==> src/sv/cfv_pkg.sv <==
// ============================================================================
// cfv_pkg
// Shared types and constants of the command frame validator.
// ============================================================================
package cfv_pkg;

    // Frame layout.
    localparam int HEADER_BYTES    = 15;
    localparam int MIN_FRAME_BYTES = 16;
    localparam int TOTAL_END_POS   = 4;   // first byte after the declared total
    localparam int CMD_END_POS     = 7;   // first byte after the command text
    localparam int ID_LEN_END_POS  = 11;  // first byte after the id length
    localparam int LAST_HEADER_POS = HEADER_BYTES - 1;
    localparam int NUMERIC_MIN_LEN = 8;

    // Byte position counter: saturates at all ones.
    localparam int IDX_W = 33;
    // Positions compared against sums of two 32-bit lengths need two more bits.
    localparam int POS_W = IDX_W + 1;

    // Command text, first byte in the low bits.
    localparam logic [23:0] CMD_SET = 24'h746573;
    localparam logic [23:0] CMD_GET = 24'h746567;

    // Decoupling queue.
    localparam int QUEUE_DEPTH = 4;
    localparam int QUEUE_PTR_W = $clog2(QUEUE_DEPTH);
    localparam int QUEUE_CNT_W = $clog2(QUEUE_DEPTH + 1);

    typedef enum logic [2:0] {
        ROLE_HEADER  = 3'd0,
        ROLE_ID      = 3'd1,
        ROLE_TERM    = 3'd2,
        ROLE_PAYLOAD = 3'd3,
        ROLE_EXCESS  = 3'd4
    } role_t;

    typedef enum logic [1:0] {
        KIND_UNKNOWN = 2'd0,
        KIND_SET     = 2'd1,
        KIND_GET     = 2'd2
    } kind_t;

    // Individual frame checks, evaluated by the front on every beat.
    typedef struct packed {
        logic not_saturated;
        logic long_enough;
        logic size_match;
        logic id_nonzero;
        logic sum_match;
        logic term_ok;
        logic cmd_set;
        logic cmd_get;
        logic payload_ge8;
    } checks_t;

    // One classified beat as it travels through the queue.
    typedef struct packed {
        logic [7:0]  data;
        role_t       role;
        logic        last;
        checks_t     checks;
        logic [31:0] id_len;
        logic [31:0] pay_len;
    } item_t;

    // Queue head as seen by the back end.
    typedef struct packed {
        logic  empty;
        item_t head;
    } queue_status_t;

endpackage

==> src/sv/cfv_front.sv <==
// ============================================================================
// cfv_front
// Accepts frame bytes, assembles the header and classifies each byte.
// ============================================================================
module cfv_front (
    input  logic           clk,
    input  logic           rst_n,
    input  logic           in_valid,
    output logic           in_ready,
    input  logic [7:0]     data_byte,
    input  logic           last_byte,
    input  logic           queue_full,
    output logic           push,
    output cfv_pkg::item_t push_item
);

    logic [cfv_pkg::IDX_W-1:0] idx_reg, idx_next;
    logic [31:0]               total_reg, total_next;
    logic [23:0]               cmd_reg, cmd_next;
    logic [31:0]               idl_reg, idl_next;
    logic [31:0]               pl_reg, pl_next;
    logic                      term_ok_reg, term_ok_next;
    // Position of the id terminator and first position past the payload.
    logic [cfv_pkg::POS_W-1:0] term_pos_reg, term_pos_next;
    logic [cfv_pkg::POS_W-1:0] end_pos_reg, end_pos_next;

    logic                      in_header;
    logic [cfv_pkg::POS_W-1:0] pos;
    logic [cfv_pkg::POS_W-1:0] size;
    cfv_pkg::role_t            role;
    logic                      accept;

    assign in_ready = !queue_full;
    assign accept   = in_valid && in_ready;
    assign push     = accept;

    assign in_header = idx_reg < cfv_pkg::IDX_W'(cfv_pkg::HEADER_BYTES);
    assign pos       = {1'b0, idx_reg};
    assign size      = pos + cfv_pkg::POS_W'(1);

    // Header capture; lengths are visible on the same beat they complete.
    always_comb
    begin
        total_next    = total_reg;
        cmd_next      = cmd_reg;
        idl_next      = idl_reg;
        pl_next       = pl_reg;
        term_pos_next = term_pos_reg;
        end_pos_next  = end_pos_reg;
        if (in_header)
        begin
            case (idx_reg[3:0])
                4'd0:    total_next[7:0]   = data_byte;
                4'd1:    total_next[15:8]  = data_byte;
                4'd2:    total_next[23:16] = data_byte;
                4'd3:    total_next[31:24] = data_byte;
                4'd4:    cmd_next[7:0]     = data_byte;
                4'd5:    cmd_next[15:8]    = data_byte;
                4'd6:    cmd_next[23:16]   = data_byte;
                4'd7:    idl_next[7:0]     = data_byte;
                4'd8:    idl_next[15:8]    = data_byte;
                4'd9:    idl_next[23:16]   = data_byte;
                4'd10:   idl_next[31:24]   = data_byte;
                4'd11:   pl_next[7:0]      = data_byte;
                4'd12:   pl_next[15:8]     = data_byte;
                4'd13:   pl_next[23:16]    = data_byte;
                4'd14:   pl_next[31:24]    = data_byte;
                default: total_next        = total_reg;
            endcase
            // On the last header byte both lengths are known: the region
            // boundaries are worked out once here and reused for the body.
            if (idx_reg[3:0] == 4'(cfv_pkg::LAST_HEADER_POS))
            begin
                term_pos_next = {2'b00, idl_reg}
                              + cfv_pkg::POS_W'(cfv_pkg::LAST_HEADER_POS);
                end_pos_next  = {2'b00, idl_reg} + {2'b00, pl_next}
                              + cfv_pkg::POS_W'(cfv_pkg::HEADER_BYTES);
            end
        end
    end

    // Byte role. A zero id length puts the terminator at the last header
    // position, so the id regions never match and the body is payload.
    always_comb
    begin
        if (in_header)
            role = cfv_pkg::ROLE_HEADER;
        else if (pos < term_pos_reg)
            role = cfv_pkg::ROLE_ID;
        else if (pos == term_pos_reg)
            role = cfv_pkg::ROLE_TERM;
        else if (pos < end_pos_reg)
            role = cfv_pkg::ROLE_PAYLOAD;
        else
            role = cfv_pkg::ROLE_EXCESS;
    end

    assign term_ok_next = term_ok_reg
                       || (role == cfv_pkg::ROLE_TERM && data_byte == 8'h00);

    always_comb
    begin
        idx_next = idx_reg;
        if (idx_reg != {cfv_pkg::IDX_W{1'b1}})
            idx_next = idx_reg + cfv_pkg::IDX_W'(1);
    end

    always_comb
    begin
        push_item.data                 = data_byte;
        push_item.role                 = role;
        push_item.last                 = last_byte;
        push_item.id_len               = idl_next;
        push_item.pay_len              = pl_next;
        push_item.checks.not_saturated = idx_reg != {cfv_pkg::IDX_W{1'b1}};
        push_item.checks.long_enough   =
            size >= cfv_pkg::POS_W'(cfv_pkg::MIN_FRAME_BYTES);
        push_item.checks.size_match    = size == {2'b00, total_next};
        push_item.checks.id_nonzero    = idl_next != 32'd0;
        // Only meaningful once the header is complete, which the length
        // check already demands.
        push_item.checks.sum_match     = size == end_pos_reg;
        push_item.checks.term_ok       = term_ok_next;
        push_item.checks.cmd_set       = cmd_next == cfv_pkg::CMD_SET;
        push_item.checks.cmd_get       = cmd_next == cfv_pkg::CMD_GET;
        push_item.checks.payload_ge8   = pl_next >= 32'(cfv_pkg::NUMERIC_MIN_LEN);
    end

    always_ff @(posedge clk or negedge rst_n)
    begin
        if (!rst_n)
        begin
            idx_reg      <= '0;
            total_reg    <= '0;
            cmd_reg      <= '0;
            idl_reg      <= '0;
            pl_reg       <= '0;
            term_ok_reg  <= 1'b0;
            term_pos_reg <= '0;
            end_pos_reg  <= '0;
        end
        else if (accept)
        begin
            if (last_byte)
            begin
                idx_reg      <= '0;
                total_reg    <= '0;
                cmd_reg      <= '0;
                idl_reg      <= '0;
                pl_reg       <= '0;
                term_ok_reg  <= 1'b0;
                term_pos_reg <= '0;
                end_pos_reg  <= '0;
            end
            else
            begin
                idx_reg      <= idx_next;
                total_reg    <= total_next;
                cmd_reg      <= cmd_next;
                idl_reg      <= idl_next;
                pl_reg       <= pl_next;
                term_ok_reg  <= term_ok_next;
                term_pos_reg <= term_pos_next;
                end_pos_reg  <= end_pos_next;
            end
        end
    end

endmodule

==> src/sv/cfv_queue.sv <==
// ============================================================================
// cfv_queue
// Short FIFO of classified beats between the front and the back end.
// ============================================================================
module cfv_queue (
    input  logic                   clk,
    input  logic                   rst_n,
    input  logic                   push,
    input  cfv_pkg::item_t         push_item,
    input  logic                   pop,
    output logic                   full,
    output cfv_pkg::queue_status_t status
);

    cfv_pkg::item_t                  mem_reg [cfv_pkg::QUEUE_DEPTH];
    logic [cfv_pkg::QUEUE_PTR_W-1:0] wr_ptr_reg, rd_ptr_reg;
    logic [cfv_pkg::QUEUE_CNT_W-1:0] count_reg, count_next;

    assign full         = count_reg == cfv_pkg::QUEUE_CNT_W'(cfv_pkg::QUEUE_DEPTH);
    assign status.empty = count_reg == '0;
    assign status.head  = mem_reg[rd_ptr_reg];

    always_comb
    begin
        count_next = count_reg;
        if (push && !pop)
            count_next = count_reg + cfv_pkg::QUEUE_CNT_W'(1);
        else if (pop && !push)
            count_next = count_reg - cfv_pkg::QUEUE_CNT_W'(1);
    end

    always_ff @(posedge clk or negedge rst_n)
    begin
        if (!rst_n)
        begin
            wr_ptr_reg <= '0;
            rd_ptr_reg <= '0;
            count_reg  <= '0;
        end
        else
        begin
            if (push)
                wr_ptr_reg <= wr_ptr_reg + cfv_pkg::QUEUE_PTR_W'(1);
            if (pop)
                rd_ptr_reg <= rd_ptr_reg + cfv_pkg::QUEUE_PTR_W'(1);
            count_reg <= count_next;
        end
    end

    always_ff @(posedge clk)
    begin
        if (push)
            mem_reg[wr_ptr_reg] <= push_item;
    end

endmodule

==> src/sv/cfv_back.sv <==
// ============================================================================
// cfv_back
// Combines the frame checks at frame end and holds the result register.
// ============================================================================
module cfv_back (
    input  logic                   clk,
    input  logic                   rst_n,
    input  cfv_pkg::queue_status_t status,
    output logic                   pop,
    output logic                   out_valid,
    input  logic                   out_ready,
    output logic [7:0]             byte_out,
    output logic [2:0]             byte_role,
    output logic                   frame_end,
    output logic                   frame_valid,
    output logic [1:0]             command_kind,
    output logic [31:0]            id_length_out,
    output logic [31:0]            payload_length_out,
    output logic                   numeric_set
);

    logic            out_valid_reg;
    logic [7:0]      data_reg;
    cfv_pkg::role_t  role_reg;
    logic            last_reg;
    logic            valid_reg;
    cfv_pkg::kind_t  kind_reg;
    logic [31:0]     idl_reg;
    logic [31:0]     pl_reg;
    logic            numeric_reg;

    cfv_pkg::checks_t chk;
    logic             valid_next;
    cfv_pkg::kind_t   kind_next;
    logic             numeric_next;

    assign pop = !status.empty && (!out_valid_reg || out_ready);
    assign chk = status.head.checks;

    always_comb
    begin
        valid_next = status.head.last && chk.not_saturated && chk.long_enough
                  && chk.size_match && chk.id_nonzero && chk.sum_match
                  && chk.term_ok;
        if (!valid_next)
            kind_next = cfv_pkg::KIND_UNKNOWN;
        else if (chk.cmd_set)
            kind_next = cfv_pkg::KIND_SET;
        else if (chk.cmd_get)
            kind_next = cfv_pkg::KIND_GET;
        else
            kind_next = cfv_pkg::KIND_UNKNOWN;
        numeric_next = kind_next == cfv_pkg::KIND_SET && chk.payload_ge8;
    end

    always_ff @(posedge clk or negedge rst_n)
    begin
        if (!rst_n)
            out_valid_reg <= 1'b0;
        else if (pop)
            out_valid_reg <= 1'b1;
        else if (out_ready)
            out_valid_reg <= 1'b0;
    end

    always_ff @(posedge clk)
    begin
        if (pop)
        begin
            data_reg    <= status.head.data;
            role_reg    <= status.head.role;
            last_reg    <= status.head.last;
            valid_reg   <= valid_next;
            kind_reg    <= kind_next;
            idl_reg     <= status.head.id_len;
            pl_reg      <= status.head.pay_len;
            numeric_reg <= numeric_next;
        end
    end

    assign out_valid          = out_valid_reg;
    assign byte_out           = data_reg;
    assign byte_role          = 3'(role_reg);
    assign frame_end          = last_reg;
    assign frame_valid        = valid_reg;
    assign command_kind       = 2'(kind_reg);
    assign id_length_out      = idl_reg;
    assign payload_length_out = pl_reg;
    assign numeric_set        = numeric_reg;

endmodule

==> src/sv/command_frame_validator_unit.sv <==
// ============================================================================
// command_frame_validator_unit
// Byte-wide command frame validator with a decoupled classify/report path.
// ============================================================================
// The input channel (in_valid/in_ready, data_byte, last_byte) takes one frame
// byte per beat; last_byte marks the final byte of a frame. The output
// channel (out_valid/out_ready) returns exactly one result beat per input
// beat, in order: the byte, its role in the frame and, on the final byte,
// the validity verdict, the command kind and the numeric-set flag. The
// declared lengths are reported on every beat as assembled so far.
// An accepted beat is written into the queue and from there into the output
// register; the block sustains one beat per cycle while out_ready stays high.
// The front end assembles the header and classifies each byte against
// region boundaries that it computes once, on the last header byte; the
// back end folds the per-byte checks into the verdict. A four-entry queue
// sits between them, so in_ready stays high while the receiver stalls
// until four beats are waiting behind the output register.
// Reset clears the byte position, the header fields and the queue; the
// output register comes up empty. After each final byte the frame state
// returns to its reset values, ready for the next frame.
// ============================================================================
module command_frame_validator_unit (
    input  logic        clk,
    input  logic        rst_n,
    input  logic        in_valid,
    output logic        in_ready,
    input  logic [7:0]  data_byte,
    input  logic        last_byte,
    output logic        out_valid,
    input  logic        out_ready,
    output logic [7:0]  byte_out,
    output logic [2:0]  byte_role,
    output logic        frame_end,
    output logic        frame_valid,
    output logic [1:0]  command_kind,
    output logic [31:0] id_length_out,
    output logic [31:0] payload_length_out,
    output logic        numeric_set
);

    // Front to queue.
    logic                   push;
    cfv_pkg::item_t         push_item;
    logic                   queue_full;

    // Queue to back end.
    cfv_pkg::queue_status_t queue_status;
    logic                   pop;

    // The front end owns the frame state and accepts a beat whenever the
    // queue has a free entry.
    cfv_front u_front (
        .clk        (clk),
        .rst_n      (rst_n),
        .in_valid   (in_valid),
        .in_ready   (in_ready),
        .data_byte  (data_byte),
        .last_byte  (last_byte),
        .queue_full (queue_full),
        .push       (push),
        .push_item  (push_item)
    );

    cfv_queue u_queue (
        .clk       (clk),
        .rst_n     (rst_n),
        .push      (push),
        .push_item (push_item),
        .pop       (pop),
        .full      (queue_full),
        .status    (queue_status)
    );

    // The back end drains the queue into its output register whenever that
    // register is empty or being taken in the same cycle.
    cfv_back u_back (
        .clk                (clk),
        .rst_n              (rst_n),
        .status             (queue_status),
        .pop                (pop),
        .out_valid          (out_valid),
        .out_ready          (out_ready),
        .byte_out           (byte_out),
        .byte_role          (byte_role),
        .frame_end          (frame_end),
        .frame_valid        (frame_valid),
        .command_kind       (command_kind),
        .id_length_out      (id_length_out),
        .payload_length_out (payload_length_out),
        .numeric_set        (numeric_set)
    );

endmodule
==> config.mk <==
export PLATFORM = sky130hd
export DESIGN_NAME = command_frame_validator_unit
export DESIGN_NICKNAME = d
export VERILOG_FILES = /design/src/sv/cfv_pkg.sv /design/src/sv/cfv_front.sv /design/src/sv/cfv_queue.sv /design/src/sv/cfv_back.sv /design/src/sv/command_frame_validator_unit.sv
export SDC_FILE = /design/constraint.sdc
export NUM_CORES = 1
export LEC_CHECK = 0
export BUFFER_PORTS_ARGS = -buffer_cell sky130_fd_sc_hd__buf_2
export CAP_MARGIN = 10
export CELL_PAD_IN_SITES_DETAIL_PLACEMENT = 1
export CELL_PAD_IN_SITES_GLOBAL_PLACEMENT = 2
export CORE_ASPECT_RATIO = 1.1
export CORE_MARGIN = 5
export CORE_UTILIZATION = 42
export CTS_BUF_LIST = sky130_fd_sc_hd__clkbuf_4 sky130_fd_sc_hd__clkbuf_8
export DETAILED_ROUTE_END_ITERATION = 6
export PLACE_DENSITY = 0.87
export RECOVER_POWER = 100
export SLEW_MARGIN = 0
export SYNTH_ARGS = -nofsm -noshare
export SYNTH_HDL_FRONTEND = slang
export SYNTH_HIERARCHICAL = 1
export SYNTH_SLANG_ARGS = --single-unit
==> constraint.sdc <==
create_clock -name clk -period 17.2 [get_ports clk]
set_clock_uncertainty 0.1 [all_clocks]
set_input_delay 1.72 -clock clk [delete_from_list [all_inputs] [get_ports clk]]
set_output_delay 1.72 -clock clk [all_outputs]
set_load 0.02 [all_outputs]
# Yosys cells after proc, flatten, opt, wreduce, memory -nomap -nowiden
# Memory sizes are Yosys's and may differ from the RTL's.
# Cells that the tools add are included.
totals:
  regBits: 310
  ramBits: 340
  inputBits: 13
  output_inout_bits: 82
  word_cells: 137
  n_memories: 1
memory_table:
  columns: ["memory", "depth", "width", "rd", "rd_clocked_by_memory_dff", "wr", "line", "rtl"]
  rows:
  - ["u_queue.mem_reg", 4, 85, 1, 0, 1, "cfv_queue.sv:15", "cfv_pkg::item_t mem_reg [cfv_pkg::QUEUE_DEPTH];"]
op_classes:
  addsub: 9
  order_cmp: 5
  n_eq_ne: 23
  muxes: 49
  reduce_logical: 30
ops:
  columns: ["op", "n"]
  rows:
  - ["34-bit 2-to-1 mux", 6]
  - ["32-bit 2-to-1 mux", 6]
  - ["8-bit 2-to-1 mux", 19]
  - ["33-bit by 34-bit < comparator with 1-bit output", 2]
  - ["33-bit 2-to-1 mux", 2]
  - ["24-bit by 23-bit == test with 1-bit output, second input constant", 2]
  - ["24-bit 2-to-1 mux", 2]
  - ["33-bit by 1-bit adder with 34-bit output, second input constant", 1]
  - ["34-bit by 4-bit adder with 34-bit output, second input constant", 1]
  - ["33-bit by 34-bit == test with 1-bit output", 1]
  - ["34-bit by 32-bit == test with 1-bit output", 1]
  - ["34-bit == test", 1]
  - ["34-bit by 5-bit >= comparator with 1-bit output, second input constant", 1]
  - ["32-bit by 32-bit adder with 33-bit output", 1]
  - ["32-bit by 4-bit adder with 33-bit output, second input constant", 1]
  - ["33-bit by 1-bit adder with 33-bit output, second input constant", 1]
  - ["33-bit by 4-bit < comparator with 1-bit output, second input constant", 1]
  - ["33-bit != test, second input constant", 1]
  - ["32-bit by 4-bit >= comparator with 1-bit output, second input constant", 1]
  - ["32-bit nonzero test", 1]
  - ["4-bit == test, second input constant", 7]
  - ["3-bit 2-to-1 mux", 6]
  - ["4-bit by 3-bit == test with 1-bit output, second input constant", 4]
  - ["1-bit logical AND", 12]
  - ["other kinds (18)", 35]

# Longest topological paths before layout
# Gate-level depths: netlist of the first run.
# An unclocked memory read counts as a cell.
depth:
  word_depth: 10
  depth_mapped: 19

# Cells and area by module
# Netlist of the first run, hierarchy kept.
by_module_without_submodules:
  columns: ["mod", "instances", "cells_each", "area_each_um2", "seq_area_each_um2"]
  rows:
  - ["cfv_front", 1, 1842, 16309.4, 5530.3]
  - ["cfv_queue", 1, 479, 12679.7, 10385.0]
  - ["cfv_back", 1, 94, 2499.9, 2427.3]

# Worst setup path after synthesis of the first run
# OpenSTA, ideal clock, no wires.
synth_timing:
  path_type: "input-to-reg"
  start: "input port out_ready"
  end: "register u_queue/count_reg[1] in the netlist's numbering"
  setup_time_ns: 0.125
  t_arrival_ns: 6.970
  slack_ns: 10.005
  cell_stages: 7
  path_buffers: 0
  cell_sequence: "inv_1 a21oi_1 inv_1 ha_1 inv_1 fa_1 mux2_2"
synth_between:
  elab_chain_len: 5
synth_lines:
  columns: ["element", "line", "rtl"]
  rows:
  - ["from (decl)", "command_frame_validator_unit.sv:30", "input logic out_ready,"]
  - ["1-bit logical OR", "cfv_back.sv:37", "assign pop = !status.empty && (!out_valid_reg || out_ready);"]
  - ["1-bit logical AND", "cfv_back.sv:37", null]
  - ["net pop", "command_frame_validator_unit.sv:48", "logic pop;"]
  - ["1-bit logical NOT", "cfv_queue.sv:26", "if (push && !pop)"]
  - ["1-bit logical AND", "cfv_queue.sv:26", null]
  - ["3-bit 2-to-1 mux", "cfv_queue.sv:26", null]
  - ["net u_queue.count_next, one bit", "cfv_queue.sv:17", "logic [cfv_pkg::QUEUE_CNT_W-1:0] count_reg, count_next;"]
  - ["to (signal assigned)", "cfv_queue.sv:46", "count_reg <= count_next;"]
  - ["to (decl)", "cfv_queue.sv:17", null]
# The timed path passes the listed nets, and every way through them passes these cells.
# A chain may end at the register's enable or synchronous reset.

# Worst setup path after layout of the first run
layout_timing:
  start: "input port in_valid"
  end: "memory u_queue/mem_reg[1][53] in the netlist's numbering, enable pin"
layout_between:
  elab_chain_len: 3
layout_lines:
  columns: ["element", "line", "rtl"]
  rows:
  - ["from (decl)", "command_frame_validator_unit.sv:25", "input logic in_valid,"]
  - ["1-bit logical AND", "cfv_front.sv:34", "assign accept = in_valid && in_ready;"]
  - ["net push", "command_frame_validator_unit.sv:42", "logic push;"]
  - ["1-bit 2-to-1 mux", "cfv_queue.sv:52", "if (push)"]
  - ["1-bit 2-to-1 mux (not written as such)", "cfv_queue.sv:53", "mem_reg[wr_ptr_reg] <= push_item;"]
  - ["to (decl)", "cfv_queue.sv:15", null]
# The timed path passes the listed nets, and every way through them passes these cells.

==> metrics, run 1 <==
top cells by count, synth=420 x edfxtp_1, 229 x dfrtp_1, 225 x nand2_1; Detailed Routing Iterations Pass 1=6; Clock Latency Late Sink=0.75 ns; EDFF count, synth=420; post-route antenna net violation count=0; flop and latch count out of synthesis=649; global-route usage over all layers=22.4%; CTS tree=done; grt ovf=0; Ys Warns=6; Reg area=18300 µm²; Total Wirelength=92000 µm; fin crit share=54.5%; startpoint types=input pin; register area share after synthesis=58.3%; area growth from synthesis to layout=10.8%; FP Rows=105; Period minus WS final=9.38 ns; Final nets=2672; Largest register FFs=340; Final setup viols=0; Post-Route Setup TNS=0 ns; max-cap violations=29; Synth Instances=2415; worst rel slew slack=-258%; Inst Count DP=3375; number of gates resized after cts=0; most common cell in the netlist=edfxtp_1; setup bufs post-CTS=0; Die Ht=297 µm; fmax=0.107 GHz; RSZ-0062 raised after global routing=no; crit end category=register; first-pass GRT wire length=141000 µm; hold_buf cts=0; Layout fillers=7679; Cell variety after synth=76; IO Count=95; Routed WL per cell=25.8 µm; DP HPWL=62800 µm; Peak supply drop=0.0000756 V; initial DRC count=1750; top cells by area, synth=edfxtp_1 40%, dfrtp_1 18%, mux4_2 6.1%; Post-synth ARST share=35.3%; root buf cell=clkbuf_8; Worst EP required=17.34 ns; area of the multi-input gates=11900 µm²; Worst-Margin Slew=5.36 ns; initial antenna violation count=3; static leakage=14.3 nW; pin count of the biggest net entering global routing=140; syn nets=2570; deepest clock path buffer count=3; Mapped Avg Cell Area=13.0 µm²; core area=74500 µm²; share of layout cells above drive strength 1=12.4%; post-route insts no fill=3572; Vias/cell=5.92; failing checks=capacitance limit, slew limit; Hold Slack=0.390 ns; Hold Violations, Final=0; DIE AREA=80600 µm²; crit path max fanout=58; cell taking the most area after synthesis=edfxtp_1; clock buffer count from CTS=103; status=finished, violations left; Power Density=144 nW/µm²; die span in x=271 µm; Worst EP arrival=9.52 ns; placed cell area=32800 µm²; vias in the first global route=22.5k; max-slew violation count=1145; DRC errors left=0; setup ws final=7.82 ns; via count=21.2k; mapped cell area=31500 µm²; kind of critical path=input pin to register; HP Class=register to register; Initial Util=42.3%; routability cong.=0.898; Setup Slack @ Placement=10.95 ns; final instance area=34900 µm²; Main synth FF type=edfxtp_1; Design Power=5.01 mW; Finished Core Util=46.9%; CTS sink cnt=649; clock slew at reported path FFs=0.06 ns; share of the synthesized area in the top cell type=40.1%; H-tree Lvls=3; PortBufs=94
[critical path, cell delays in order]
cell and delay [ns]:
buf_2 0.08, nand2_1 1.12, inv_1 0.39, clkbuf_1 1.36, and2_0 1.97, clkbuf_1 2.70
[area by class of cell]
type / count / area share [%]
multi-input combinational: 1502 / 34.1
timing repair buffer: 121 / 1.42
sequential: 649 / 52.6
clock buffer: 160 / 5.68
antenna: 3 / 0.0215
clock inverter: 34 / 1.24
tap: 963 / 3.45
inverter: 140 / 1.51
[path summary, 6_finish.rpt]
path / from / end / slack (ns) / cells after the start
max in group asynchronous: rst_n / u_front/idx_reg[20]$_DFFE_PN0P_ / 11.12 / 1
setup / recovery: in_valid / u_queue/mem_reg[1][53]$_DFFE_PP_ / 7.82 / 6
hold / removal: u_front/term_pos_reg[31]$_DFFE_PN0P_ / u_front/term_pos_reg[31]$_DFFE_PN0P_ / 0.39 / 2
setup reg to reg: u_queue/count_reg[2]$_DFFE_PN0P_ / u_queue/mem_reg[1][53]$_DFFE_PP_ / 8.27 / 7
min in group asynchronous: rst_n / u_front/cmd_reg[15]$_DFFE_PN0P_ / 2.85 / 1
hold reg to reg: u_front/term_pos_reg[31]$_DFFE_PN0P_ / u_front/term_pos_reg[31]$_DFFE_PN0P_ / 0.39 / 2
[per-layer routing]
layer  GRT usage (%)  vias to the layer above  share of wire [%]
met5               0                        -              0.018
met4            8.88                        2                4.0
met3            3.27                      194                5.5
met2            37.2                      707                 49
met1            29.7                    11000                 41
li1                -                     9222                  -
[logic make-up (layout without fill, tap and decap cells)]
| kind of cell | count (synthesis) | in the layout | synth area share [%] |
|---|---|---|---|
| DFF | 649 | 649 | 58.3 |
| other | 0 | 3 | 0 |
| AOI/OAI and AO/OA | 458 | 458 | 9.24 |
| adders and majority gates | 142 | 142 | 5.69 |
| buffers and inverters | 264 | 455 | 3.77 |
| muxes | 205 | 205 | 10.1 |
| and+or+nand+nor | 542 | 542 | 8.63 |
| xor gates and xnor gates | 155 | 155 | 4.31 |
[cells in the final DEF (no fill, tap or decap), types with 9 or more instances in the layout]
master / synthesis / final
nand2_1: 225 / 226
nor2b_1: 13 / 13
a21o_1: 33 / 33
clkinv_1: 0 / 9
clkbuf_8: 0 / 125
nand3_1: 36 / 43
a22o_1: 41 / 41
mux2_2: 52 / 25
a21oi_1: 50 / 49
dfrtp_1: 229 / 228
ha_1: 140 / 140
xor2_1: 73 / 73
mux2_1: 0 / 28
nand4_1: 51 / 51
mux2i_1: 67 / 67
o22ai_1: 9 / 9
a22oi_1: 57 / 57
xnor2_1: 82 / 82
nor3_1: 24 / 25
nor4_1: 26 / 27
mux4_2: 85 / 85
clkbuf_1: 70 / 107
a31oi_1: 11 / 11
buf_2: 20 / 9
and3_1: 21 / 21
nor2_1: 77 / 76
edfxtp_1: 420 / 420
o31ai_1: 17 / 17
clkinv_2: 0 / 11
o21ai_0: 187 / 189
clkbuf_4: 0 / 35
inv_1: 140 / 140
[where the power goes]
group          internal, mW  switching, mW
clock                 0.853          0.650
combinational         0.456          0.771
sequential             2.09          0.190
total                  3.40           1.61
Power figures use the tool's default switching activity.
==> run 2: changes to the inputs <==
--- a/config.mk
+++ b/config.mk
@@ -5,16 +5,17 @@
 export SDC_FILE = /design/constraint.sdc
 export NUM_CORES = 1
 export LEC_CHECK = 0
+export ABC_AREA = 1
 export BUFFER_PORTS_ARGS = -buffer_cell sky130_fd_sc_hd__buf_2
 export CAP_MARGIN = 10
 export CELL_PAD_IN_SITES_DETAIL_PLACEMENT = 1
 export CELL_PAD_IN_SITES_GLOBAL_PLACEMENT = 2
 export CORE_ASPECT_RATIO = 1.1
 export CORE_MARGIN = 5
-export CORE_UTILIZATION = 42
+export CORE_UTILIZATION = 38
 export CTS_BUF_LIST = sky130_fd_sc_hd__clkbuf_4 sky130_fd_sc_hd__clkbuf_8
 export DETAILED_ROUTE_END_ITERATION = 6
-export PLACE_DENSITY = 0.87
+export PLACE_DENSITY = 0.9
 export RECOVER_POWER = 100
 export SLEW_MARGIN = 0
 export SYNTH_ARGS = -nofsm -noshare
==> constraint.sdc (replaced) <==
create_clock -name clk -period 8.17 [get_ports clk]
set_clock_uncertainty 0.1 [all_clocks]
set_input_delay 0.817 -clock clk [delete_from_list [all_inputs] [get_ports clk]]
set_output_delay 0.817 -clock clk [all_outputs]
set_load 0.02 [all_outputs]
==> run 2 against run 1 <==
  * The flow still finishes with violations (capacitance limit, slew limit)
  * Critical path type is now register to register
  * Clock power increased by 110%
  * Sequential power increased by 100%
  * Critical path depth grew 2
  * Non-clock buffer count rose by 7
  * Critical endpoint is now u_queue/mem_reg[1][42]$_DFFE_PP_
==> metrics, run 2 <==
status=finished, violations left; failing checks=capacitance limit, slew limit; startpoint types=register; initial antenna violation count=4; Final setup viols=0; syn nets=3946; vias in the first global route=28.9k; max-slew violation count=566; setup bufs post-CTS=0; max-cap violations=16; Setup Slack @ Placement=3.54 ns; PortBufs=94; clock buffer count from CTS=109; Final nets=4035; setup ws final=1.87 ns; via count=27.9k; clock slew at reported path FFs=0.06 ns; global-route usage over all layers=23.4%; Finished Core Util=41.7%; highest-count cells in the layout ignoring fill and taps=1012 x nand2_1, 567 x inv_1, 420 x edfxtp_1; worst rel slew slack=-140%; DIE AREA=97200 µm²; Total Wirelength=117000 µm; RSZ-0062 raised after global routing=no; post-route insts no fill=5159; Ys Warns=6; share of the synthesized area in the top cell type=36.5%; crit end category=register; Worst EP required=8.00 ns; fmax=0.159 GHz; Detailed Routing Iterations Pass 1=5; initial DRC count=2103; Layout fillers=10.6k; Synth Instances=3791; Clock Latency Late Sink=0.75 ns; Period minus WS final=6.30 ns; area of the multi-input gates=12700 µm²; top cells by area, synth=edfxtp_1 36%, dfrtp_1 17%, nand2_1 11%; worst r2r path cells=8; DRC errors left=0; Hold Violations, Final=0; CP startpoint=u_queue/count_reg[0]$_DFFE_PN0P_; routability cong.=0.967; most common cell in the netlist=nand2_1; Reg area=18300 µm²; IO Count=95; top cells by count, synth=1012 x nand2_1, 570 x inv_1, 420 x edfxtp_1; Vias/cell=5.41; worst r2r src=u_queue/count_reg[0]$_DFFE_PN0P_; Power Density=291 nW/µm²; mapped cell area=34600 µm²; pin count of the biggest net entering global routing=213; hold_buf cts=1; Post-Route Setup TNS=0 ns; Inst Count DP=4948; share of layout cells above drive strength 1=6.72%; cell taking the most area after synthesis=edfxtp_1; Die Ht=326 µm; Worst-Margin Slew=3.61 ns; CTS tree=done; first-pass GRT wire length=177000 µm; Routed WL per cell=22.7 µm; post-route antenna net violation count=0; worst flop-to-flop path endpoint=u_queue/mem_reg[1][42]$_DFFE_PP_; EDFF count, synth=420; Initial Util=38.1%; CTS sink cnt=649; Worst EP arrival=6.14 ns; area growth from synthesis to layout=9.23%; Mapped Avg Cell Area=9.12 µm²; deepest clock path buffer count=3; root buf cell=clkbuf_8; FP Rows=116; static leakage=16.7 nW; number of gates resized after cts=0; Peak supply drop=0.000284 V; crit path max fanout=58; Largest register FFs=340; Post-synth ARST share=35.3%; beginning of the worst hold path=out_ready; hold path depth=4; grt ovf=0; HP Class=input pin to register; register area share after synthesis=53.0%; reg2reg setup slack=1.87 ns; kind of critical path=register to register; core area=90700 µm²; Main synth FF type=edfxtp_1; H-tree Lvls=3; commonest non-fill, non-tap cell in the layout=nand2_1; fin crit share=77.2%; Cell variety after synth=48; Hold Slack=0.246 ns; flop and latch count out of synthesis=649; die span in x=298 µm; DP HPWL=83300 µm; Worst Setup EP=u_queue/mem_reg[1][42]$_DFFE_PP_
run 2: cell types whose count changed in the layout (fill, tap and decap cells not counted), moves of 59 or more:
cell      change
mux2i_1      -67
nand3_1      +89
nor2_1      +145
inv_1       +427
o21ai_0      +59
o211ai_1    +164
xnor2_1      -74
o22ai_1     +156
mux4_2       -85
nand2_1     +786
run 2: layout make-up:
cell class                      count  share of cell area, %
Antenna cell                        3                 0.0199
Clock buffer                      158                   5.14
Clock inverter                     49                   1.22
Inverter                          591                   5.91
Multi-Input combinational cell   2401                   33.7
Sequential cell                   649                   48.6
Tap cell                         1180                   3.91
Timing Repair Buffer              128                   1.51
run 2: critical path, stage by stage (launching register included):
cell and delay (ns):
dfrtp_1 0.44, nor3_1 0.25, inv_1 0.08, nand2_1 0.07
clkbuf_1 1.10, clkinv_2 1.27, nand2_1 0.43, inv_4 0.26
clkbuf_1 1.41
run 2: per-stage QoR:
step / power, mW / area, µm²
6_report: 11.0 / 37800
2_1_floorplan: 7.10 / 34600
3_5_place_dp: 8.07 / 35900
3_3_place_gp: 7.89 / 35900
4_1_cts: 11.3 / 38300
5_1_grt: 11.6 / 37800
run 2: cells by family after synthesis:
group           after synthesis  share of synthesized area (%)
compound gates              723                           13.6
simple gates               1465                           17.2
xor+xnor                     71                           1.86
buf+inv                     741                           9.16
flops                       649                           53.0
fa+ha+maj                   142                           5.18
run 2: worst min path at each step:
stage / end / slack [ns]
after CTS: u_back/out_valid$_DFFE_PN0P_ / 0.18
after detailed placement: u_front/cmd_reg[4]$_DFFE_PN0P_ / 0.37
after global placement: u_front/cmd_reg[3]$_DFFE_PN0P_ / 0.36
after floorplan: u_front/cmd_reg[2]$_DFFE_PN0P_ / 0.35
final: u_back/out_valid$_DFFE_PN0P_ / 0.25
after global routing: u_back/out_valid$_DFFE_PN0P_ / 0.24
run 2: report_power, final:
part / internal (mW) / switching [mW] / leakage (nW)
clock network: 1.77 / 1.42 / 1.27
registers: 4.37 / 0.280 / 7.14
logic: 0.829 / 2.34 / 8.32
run 2: layer usage:
metal,vias up,wire [µm],GRT usage [%]
li1,12900,-,-
met2,837,56500,40.3
met1,13900,48900,29.7
met4,0,5690,9.98
met5,-,0,0
met3,289,5780,3.16
